`config.mk`:
```
export PLATFORM = sky130hd
export DESIGN_NAME = multi_class_deque_urgent_front
export DESIGN_NICKNAME = d
export VERILOG_FILES = /design/src/sv/mcdq_pkg.sv /design/src/sv/multi_class_deque_urgent_front.sv /design/src/sv/mcdq_ram.sv
export SDC_FILE = /design/constraint.sdc
export NUM_CORES = 2
export LEC_CHECK = 0
export BUFFER_PORTS_ARGS = -buffer_cell sky130_fd_sc_hd__buf_4
export CAP_MARGIN = 40
export CELL_PAD_IN_SITES_DETAIL_PLACEMENT = 1
export CELL_PAD_IN_SITES_GLOBAL_PLACEMENT = 1
export CORE_MARGIN = 3
export CORE_UTILIZATION = 56
export DETAILED_ROUTE_END_ITERATION = 8
export PLACE_DENSITY_LB_ADDON = 0.1
export SLEW_MARGIN = 20
export SYNTH_ARGS = -nofsm -noshare
export SYNTH_HDL_FRONTEND = slang
export SYNTH_HIERARCHICAL = 1
export SYNTH_MEMORY_MAX_BITS = 65536
export SYNTH_SLANG_ARGS = --single-unit
```
`constraint.sdc`:
```
create_clock -name clk -period 17.5 [get_ports clk]
set_clock_uncertainty 0.05 [all_clocks]
set_input_delay 0.875 -clock clk [delete_from_list [all_inputs] [get_ports clk]]
set_output_delay 0.875 -clock clk [all_outputs]
set_load 0.02 [all_outputs]
```
`src/sv/mcdq_pkg.sv`:
```
package mcdq_pkg;

  localparam int KIND_BITS = 2;
  localparam int CLASS_BITS = 5;
  localparam int OUTCOME_BITS = 3;
  localparam int QCOUNT_BITS = 4;

  typedef logic [KIND_BITS-1:0] kind_t;
  typedef logic [OUTCOME_BITS-1:0] outcome_t;

  localparam kind_t KIND_ADD_TAIL = 2'd0;
  localparam kind_t KIND_ADD_HEAD = 2'd1;
  localparam kind_t KIND_TAKE = 2'd2;

  localparam outcome_t OUT_ADDED = 3'd0;
  localparam outcome_t OUT_FULL = 3'd1;
  localparam outcome_t OUT_SERVED = 3'd2;
  localparam outcome_t OUT_EMPTY = 3'd3;
  localparam outcome_t OUT_BAD = 3'd4;

endpackage

```
`src/sv/multi_class_deque_urgent_front.sv`:
```
// bank of bounded per-class queues with urgent insertion at the head
//
// input channel: in_valid / in_stall with kind, class_index, entry_tag.
// kind 0 appends the tag at the tail, kind 1 inserts it at the head as
// urgent, kind 2 takes the head. every item gives exactly one result on the
// output channel (out_valid / out_stall): outcome, served_tag, served_urgent
// and queue_count, the fill of the addressed queue afterwards (0 if bad).
// a result passes the s1 stage registers and then the output registers.
// throughput: one item per cycle unless the receiver stalls, set by the
// single read-modify-write of one queue row in the row memory; back-to-back
// items on one class are served by a bypass of the row just written.
// reset: all queues read as empty at once through one valid bit per class;
// no clearing pass, the first item may be sent right after reset.
// when the receiver stalls, the whole pipe holds and in_stall rises in the
// same cycle; nothing is dropped or repeated.
module multi_class_deque_urgent_front
  import mcdq_pkg::*;
#(
  parameter int NUM_CLASSES = 32,
  parameter int QUEUE_DEPTH = 8,
  parameter int TAG_BITS = 16
) (
  input  logic                    clk,
  input  logic                    rst,
  input  logic                    in_valid,
  output logic                    in_stall,
  input  logic [KIND_BITS-1:0]    kind,
  input  logic [CLASS_BITS-1:0]   class_index,
  input  logic [TAG_BITS-1:0]     entry_tag,
  output logic                    out_valid,
  input  logic                    out_stall,
  output logic [OUTCOME_BITS-1:0] outcome,
  output logic [TAG_BITS-1:0]     served_tag,
  output logic                    served_urgent,
  output logic [QCOUNT_BITS-1:0]  queue_count
);

  localparam int CW = (NUM_CLASSES > 1) ? $clog2(NUM_CLASSES) : 1;
  localparam int NW = $clog2(QUEUE_DEPTH + 1);

  typedef struct packed {
    logic [NW-1:0]                          count;
    logic [QUEUE_DEPTH-1:0]                 urg;
    logic [QUEUE_DEPTH-1:0][TAG_BITS-1:0]   tags;
  } row_t;

  logic en;

  logic                  s1_valid;
  kind_t                 s1_kind;
  logic [CLASS_BITS-1:0] s1_cls;
  logic [TAG_BITS-1:0]   s1_tag;

  logic [NUM_CLASSES-1:0] row_valid;
  logic                   byp_valid;
  logic [CW-1:0]          byp_idx;
  row_t                   byp_row;

  row_t          ram_rdata;
  row_t          row_cur;
  row_t          row_next;
  logic [CW-1:0] s1_idx;
  logic          in_range;
  logic          wr;
  logic [NW-1:0] fill;

  outcome_t             res_outcome;
  logic [TAG_BITS-1:0]  res_tag;
  logic                 res_urgent;
  logic [NW-1:0]        res_count;

  assign en = !(out_valid && out_stall);
  assign in_stall = !en;

  always_ff @(posedge clk) begin
    if (rst) begin
      s1_valid <= 1'b0;
    end else if (en) begin
      s1_valid <= in_valid;
    end
  end

  always_ff @(posedge clk) begin
    if (en) begin
      s1_kind <= kind;
      s1_cls <= class_index;
      s1_tag <= entry_tag;
    end
  end

  mcdq_ram #(
    .WIDTH($bits(row_t)),
    .DEPTH(NUM_CLASSES)
  ) u_rows (
    .clk  (clk),
    .we   (en && wr),
    .waddr(s1_idx),
    .wdata(row_next),
    .re   (en),
    .raddr(CW'(class_index)),
    .rdata(ram_rdata)
  );

  assign s1_idx = CW'(s1_cls);
  assign in_range = (32'(s1_cls) < NUM_CLASSES);

  always_comb begin
    if (byp_valid && (byp_idx == s1_idx)) begin
      row_cur = byp_row;
    end else if (in_range && row_valid[s1_idx]) begin
      row_cur = ram_rdata;
    end else begin
      row_cur = '0;
    end
  end

  assign fill = row_cur.count;

  always_comb begin
    row_next = row_cur;
    wr = 1'b0;
    res_outcome = OUT_BAD;
    res_tag = '0;
    res_urgent = 1'b0;
    res_count = '0;
    if (in_range) begin
      case (s1_kind)
        KIND_TAKE: begin
          if (fill == '0) begin
            res_outcome = OUT_EMPTY;
          end else begin
            res_outcome = OUT_SERVED;
            res_tag = row_cur.tags[0];
            res_urgent = row_cur.urg[0];
            for (int i = 0; i < QUEUE_DEPTH - 1; i++) begin
              row_next.tags[i] = row_cur.tags[i+1];
              row_next.urg[i] = row_cur.urg[i+1];
            end
            row_next.count = fill - NW'(1);
            res_count = fill - NW'(1);
            wr = s1_valid;
          end
        end
        KIND_ADD_TAIL: begin
          if (fill == NW'(QUEUE_DEPTH)) begin
            res_outcome = OUT_FULL;
            res_count = fill;
          end else begin
            res_outcome = OUT_ADDED;
            for (int i = 0; i < QUEUE_DEPTH; i++) begin
              if (fill == NW'(i)) begin
                row_next.tags[i] = s1_tag;
                row_next.urg[i] = 1'b0;
              end
            end
            row_next.count = fill + NW'(1);
            res_count = fill + NW'(1);
            wr = s1_valid;
          end
        end
        KIND_ADD_HEAD: begin
          if (fill == NW'(QUEUE_DEPTH)) begin
            res_outcome = OUT_FULL;
            res_count = fill;
          end else begin
            res_outcome = OUT_ADDED;
            for (int i = 1; i < QUEUE_DEPTH; i++) begin
              row_next.tags[i] = row_cur.tags[i-1];
              row_next.urg[i] = row_cur.urg[i-1];
            end
            row_next.tags[0] = s1_tag;
            row_next.urg[0] = 1'b1;
            row_next.count = fill + NW'(1);
            res_count = fill + NW'(1);
            wr = s1_valid;
          end
        end
        default: begin
          res_outcome = OUT_BAD;
        end
      endcase
    end
  end

  always_ff @(posedge clk) begin
    if (rst) begin
      row_valid <= '0;
      byp_valid <= 1'b0;
    end else if (en) begin
      if (wr) begin
        row_valid[s1_idx] <= 1'b1;
      end
      byp_valid <= wr;
    end
  end

  always_ff @(posedge clk) begin
    if (en) begin
      byp_idx <= s1_idx;
      byp_row <= row_next;
    end
  end

  always_ff @(posedge clk) begin
    if (rst) begin
      out_valid <= 1'b0;
    end else if (en) begin
      out_valid <= s1_valid;
    end
  end

  always_ff @(posedge clk) begin
    if (en) begin
      outcome <= res_outcome;
      served_tag <= res_tag;
      served_urgent <= res_urgent;
      queue_count <= QCOUNT_BITS'(res_count);
    end
  end

`ifndef SYNTHESIS
  a_unserved_clear: assert property (@(posedge clk) disable iff (rst)
    (out_valid && (outcome != OUT_SERVED)) |-> ((served_tag == '0) && !served_urgent))
    else $error("served fields set on a result that served nothing");

  a_bad_count: assert property (@(posedge clk) disable iff (rst)
    (out_valid && ((outcome == OUT_BAD) || (outcome == OUT_EMPTY))) |-> (queue_count == '0))
    else $error("nonzero count on a bad or empty result");

  a_full_count: assert property (@(posedge clk) disable iff (rst)
    (out_valid && (outcome == OUT_FULL)) |-> (queue_count == QCOUNT_BITS'(QUEUE_DEPTH)))
    else $error("full reject with a count other than the depth");

  a_bypass_row: assert property (@(posedge clk) disable iff (rst)
    byp_valid |-> row_valid[byp_idx])
    else $error("bypass row for a class never written");
`endif

endmodule

```
`src/sv/mcdq_ram.sv`:
```
module mcdq_ram #(
  parameter int WIDTH = 8,
  parameter int DEPTH = 32
) (
  input  logic                                      clk,
  input  logic                                      we,
  input  logic [((DEPTH > 1) ? $clog2(DEPTH) : 1)-1:0] waddr,
  input  logic [WIDTH-1:0]                          wdata,
  input  logic                                      re,
  input  logic [((DEPTH > 1) ? $clog2(DEPTH) : 1)-1:0] raddr,
  output logic [WIDTH-1:0]                          rdata
);

  logic [WIDTH-1:0] mem [DEPTH];

  always_ff @(posedge clk) begin
    if (we) begin
      mem[waddr] <= wdata;
    end
    if (re) begin
      rdata <= mem[raddr];
    end
  end

endmodule

```
==> impl_metrics.ini <==
[place]
place.gp.congestion = 0.835
dp.cells = 12800
port-buffer-count = 52
post-place-ws_ns = 10.38
dp_hpwl_mm = 298
place_area_sq_mm = 0.193

[synthesis]
synth.net_count = 8501
synth-edff-count = 4812
netlist_area_sq_mm = 0.185
seq_area_frac_synth = 0.786
postSynthAreaPerCell_sq_um = 21.8
synth_top_flop_cell = edfxtp_1
async_flop_share = 0
yosysTopAreaCell = edfxtp_1
ys_ff_latch = 4847
synth.area.top_cells = edfxtp_1 78%, mux4_2 12%, mux2i_1 1.6%
netlist.area_leader.share = 0.782
netlist_instances = 8472
synth_warnings = 6
ys_types = 80

[route]
vias_per_cell = 7.03
ant_nets = 0
vias = 96200
drt-initial-drc-count = 13700
route.detailed.drc = 0
totalWireLength_mm = 540
avgRoutedWirePerCell_um = 39.5
drt_pass1_iterations = 8

[global_route]
grt_usage = 0.320
grt_pass1_wl_mm = 765
antenna_found_initial = 18
grt_pass1_vias = 98600
overflow = 0
grt_max_degree = 115

[finish]
synthToLayoutAreaGrowth_pct = 13.2
layoutNonFillerInstCount = 13700
fill_cells = 26000
layout-drive-gt1-share = 0.246
final_area_sq_mm = 0.209
fin_util = 0.638
final_nets = 8953

[critical_path]
critPathKind = register to register
cp.required_ns = 18.04
critPathLaunch = s1_cls[2]$_DFFE_PN_
path_buf_inv = 5
r2r-start = s1_cls[2]$_DFFE_PN_
critPathLaunchType = register
cp-end-kind = register
cp-endpoint = u_rows/mem[7][119]$_DFFE_PP_
r2r_cells = 14
arrival_ns = 7.33
slowest_delay_ns = 0.86
crit_family = buffers and inverters
path_max_fanout = 64
cpMostUsedCell = buf_4
cp.depth = 14
path_cells = xor2_1 -> nor4_2 -> nand3_4 -> buf_4 -> o41ai_1 -> o22a_2 -> o21ai_2 -> and2_1 -> nand3_1 -> buf_6 -> nor2_4 -> buf_4 -> buf_12 -> buf_4
reg2reg_to = u_rows/mem[7][119]$_DFFE_PP_
regToRegSetupSlack_ns = 10.71
cpMaxStageDelayCell = edfxtp_1

[outcome]
status = completed

[cts]
clk-insertion-delay-late_ns = 1.00
clock_path_buffers = 4
cts_setup_buffers = 0
htreeDepth = 5
cts_sinks = 4847
cts_tree = built
clkTransAtPathRegs_ns = 0.06
root_buffer = clkbuf_16
cts_buffers = 475
cts.repair.resized = 0

[worst_hold_path]
whs_path_depth = 1
hold_class = input port to register

[power]
power_frac_comb = 0.035
power_frac_seq = 0.542
clockPowerShare = 0.424
leakage_nw = 75.4
ir_drop_mv = 0.0990
p_int_mw = 18.6
power_switching_mw = 4.94
totalPowerFinal_mw = 23.5
switching_share = 0.210
powerDensity_mw_per_mm2 = 113

[floorplan]
initial_core_util = 0.563
core-area_sq_mm = 0.328
dieHeight_um = 580
die_area_sq_mm = 0.337
die_x_um = 580
io_pins = 53
rows = 210

[timing]
setup_slack_ns = 10.71
worstMarginPinSlew_ns = 1.29
timing.final.crit_share = 0.388
rsz0062_at_grt = no
maxSlewHeadroom = 0.141
setup-violations-final = 0
post-route-min-period_ns = 6.79
fmax_ghz = 0.147
drv_slew = 0
whs_ns = 0.0588
hold_violations = 0
fin_tns_setup_ns = 0

[flow_run]
cap_violations = 0
worst register-to-register path: stages, from the launching register on:
cell	delay, ns
edfxtp_1	0.86
xor2_1	0.29
nor4_2	0.12
nand3_4	0.27
buf_4	0.72
o41ai_1	0.19
o22a_2	0.35
o21ai_2	0.31
and2_1	0.24
nand3_1	0.41
buf_6	0.32
nor2_4	0.60
buf_4	0.58
buf_12	0.31
buf_4	0.77
registers in the layout (all words and copies together) (netlist names), 3 cells and up:
name / count
queue_count: 4
byp_row: 140
served_tag: 16
s1_cls: 5
u_rows/rdata: 140
s1_tag: 16
u_rows/mem: 4480
row_valid: 32
byp_idx: 5
outcome: 3
Yosys cell counts (11+ instances only):
cell,n
a211o_1,56
a32oi_1,11
nor4_1,108
a221o_1,13
inv_1,24
o21ai_0,60
nor2_1,131
o22a_1,14
a22oi_1,201
nand4_1,37
clkbuf_1,161
o22ai_1,479
mux2i_1,301
mux4_2,992
nand3_1,87
buf_4,82
a21oi_1,121
buf_2,205
buf_6,37
dfxtp_1,35
a2bb2oi_1,17
buf_1,31
and3_1,109
o221ai_1,42
o2bb2ai_1,40
edfxtp_1,4812
nand2_1,119
kinds of logic after synthesis:
kind of cell	after synthesis	synth area share
flops	4847	0.786
mux	1296	0.137
compound gates	1122	0.0423
simple gates	657	0.0185
buf+inv	543	0.0156
xor+xnor	5	0.000237
fa+ha+maj	2	0.000135
area by class of cell:
class,count,area [sq um],share of cell area
flip-flops and latches,4847,145000,0.694
multi-input cells,3082,37600,0.180
clock buffers,574,12300,0.0589
repair buffers,491,5840,0.0279
well taps,4346,5440,0.0260
clock inverters,304,2670,0.0128
inverters,27,101,0.000485
diodes,6,15.0,0.0000718
layout by cell type, fill, tap and decap left out, types with 17 or more instances in the layout:
cell type / n
inv_1: 24
buf_12: 51
nand4_1: 37
clkbuf_1: 96
o22ai_1: 478
a22oi_1: 201
nor4_1: 107
nor2_4: 39
a2bb2oi_1: 17
nand3_1: 86
clkinv_1: 126
buf_16: 54
bufinv_16: 43
and3_1: 108
nand2_1: 117
o221ai_2: 43
clkbuf_16: 478
a211o_1: 56
clkinv_2: 102
o2bb2ai_1: 40
mux4_2: 992
dfxtp_1: 35
o21ai_0: 49
mux2i_1: 301
buf_4: 312
nor2_1: 94
buf_8: 55
a21oi_1: 121
edfxtp_1: 4812
how the worst min path moves through the flow:
stage	start	slack (ns)	endpoint
floorplan	row_valid[0]$_SDFFE_PP0P_	0.38	row_valid[0]$_SDFFE_PP0P_
global placement	row_valid[5]$_SDFFE_PP0P_	0.40	row_valid[5]$_SDFFE_PP0P_
detailed placement	row_valid[13]$_SDFFE_PP0P_	0.40	row_valid[13]$_SDFFE_PP0P_
CTS	entry_tag[8]	0.02	s1_tag[8]$_DFFE_PN_
global route	entry_tag[8]	0.02	s1_tag[8]$_DFFE_PN_
finish	entry_tag[5]	0.06	s1_tag[5]$_DFFE_PN_
power groups by stage:
stage	sequential [mW]	clock (mW)	combinational, mW
6_report	12.8	9.98	0.814
5_1_grt	12.7	10.6	0.849
4_1_cts	12.7	10.1	0.806
3_5_place_dp	13.0	0	0.800
3_3_place_gp	13.0	0	0.770
2_1_floorplan	13.0	0	0.492
metal layers:
layer  GRT usage  vias to the layer above  part of all wire
met4       0.100                        6             0.034
met3      0.0620                      910              0.11
met1       0.464                    52100              0.39
li1            -                    37200                 -
met2       0.499                     5894              0.48
met5           0                        -          0.000076
what timing repair did:
action | in CTS | in global routing
endpoints found under the hold margin | 2 | 0
hold buffers | 2 | 0
endpoints found under the setup margin | 0 | 0
No activity file was read; power rests on OpenSTA's default activity.
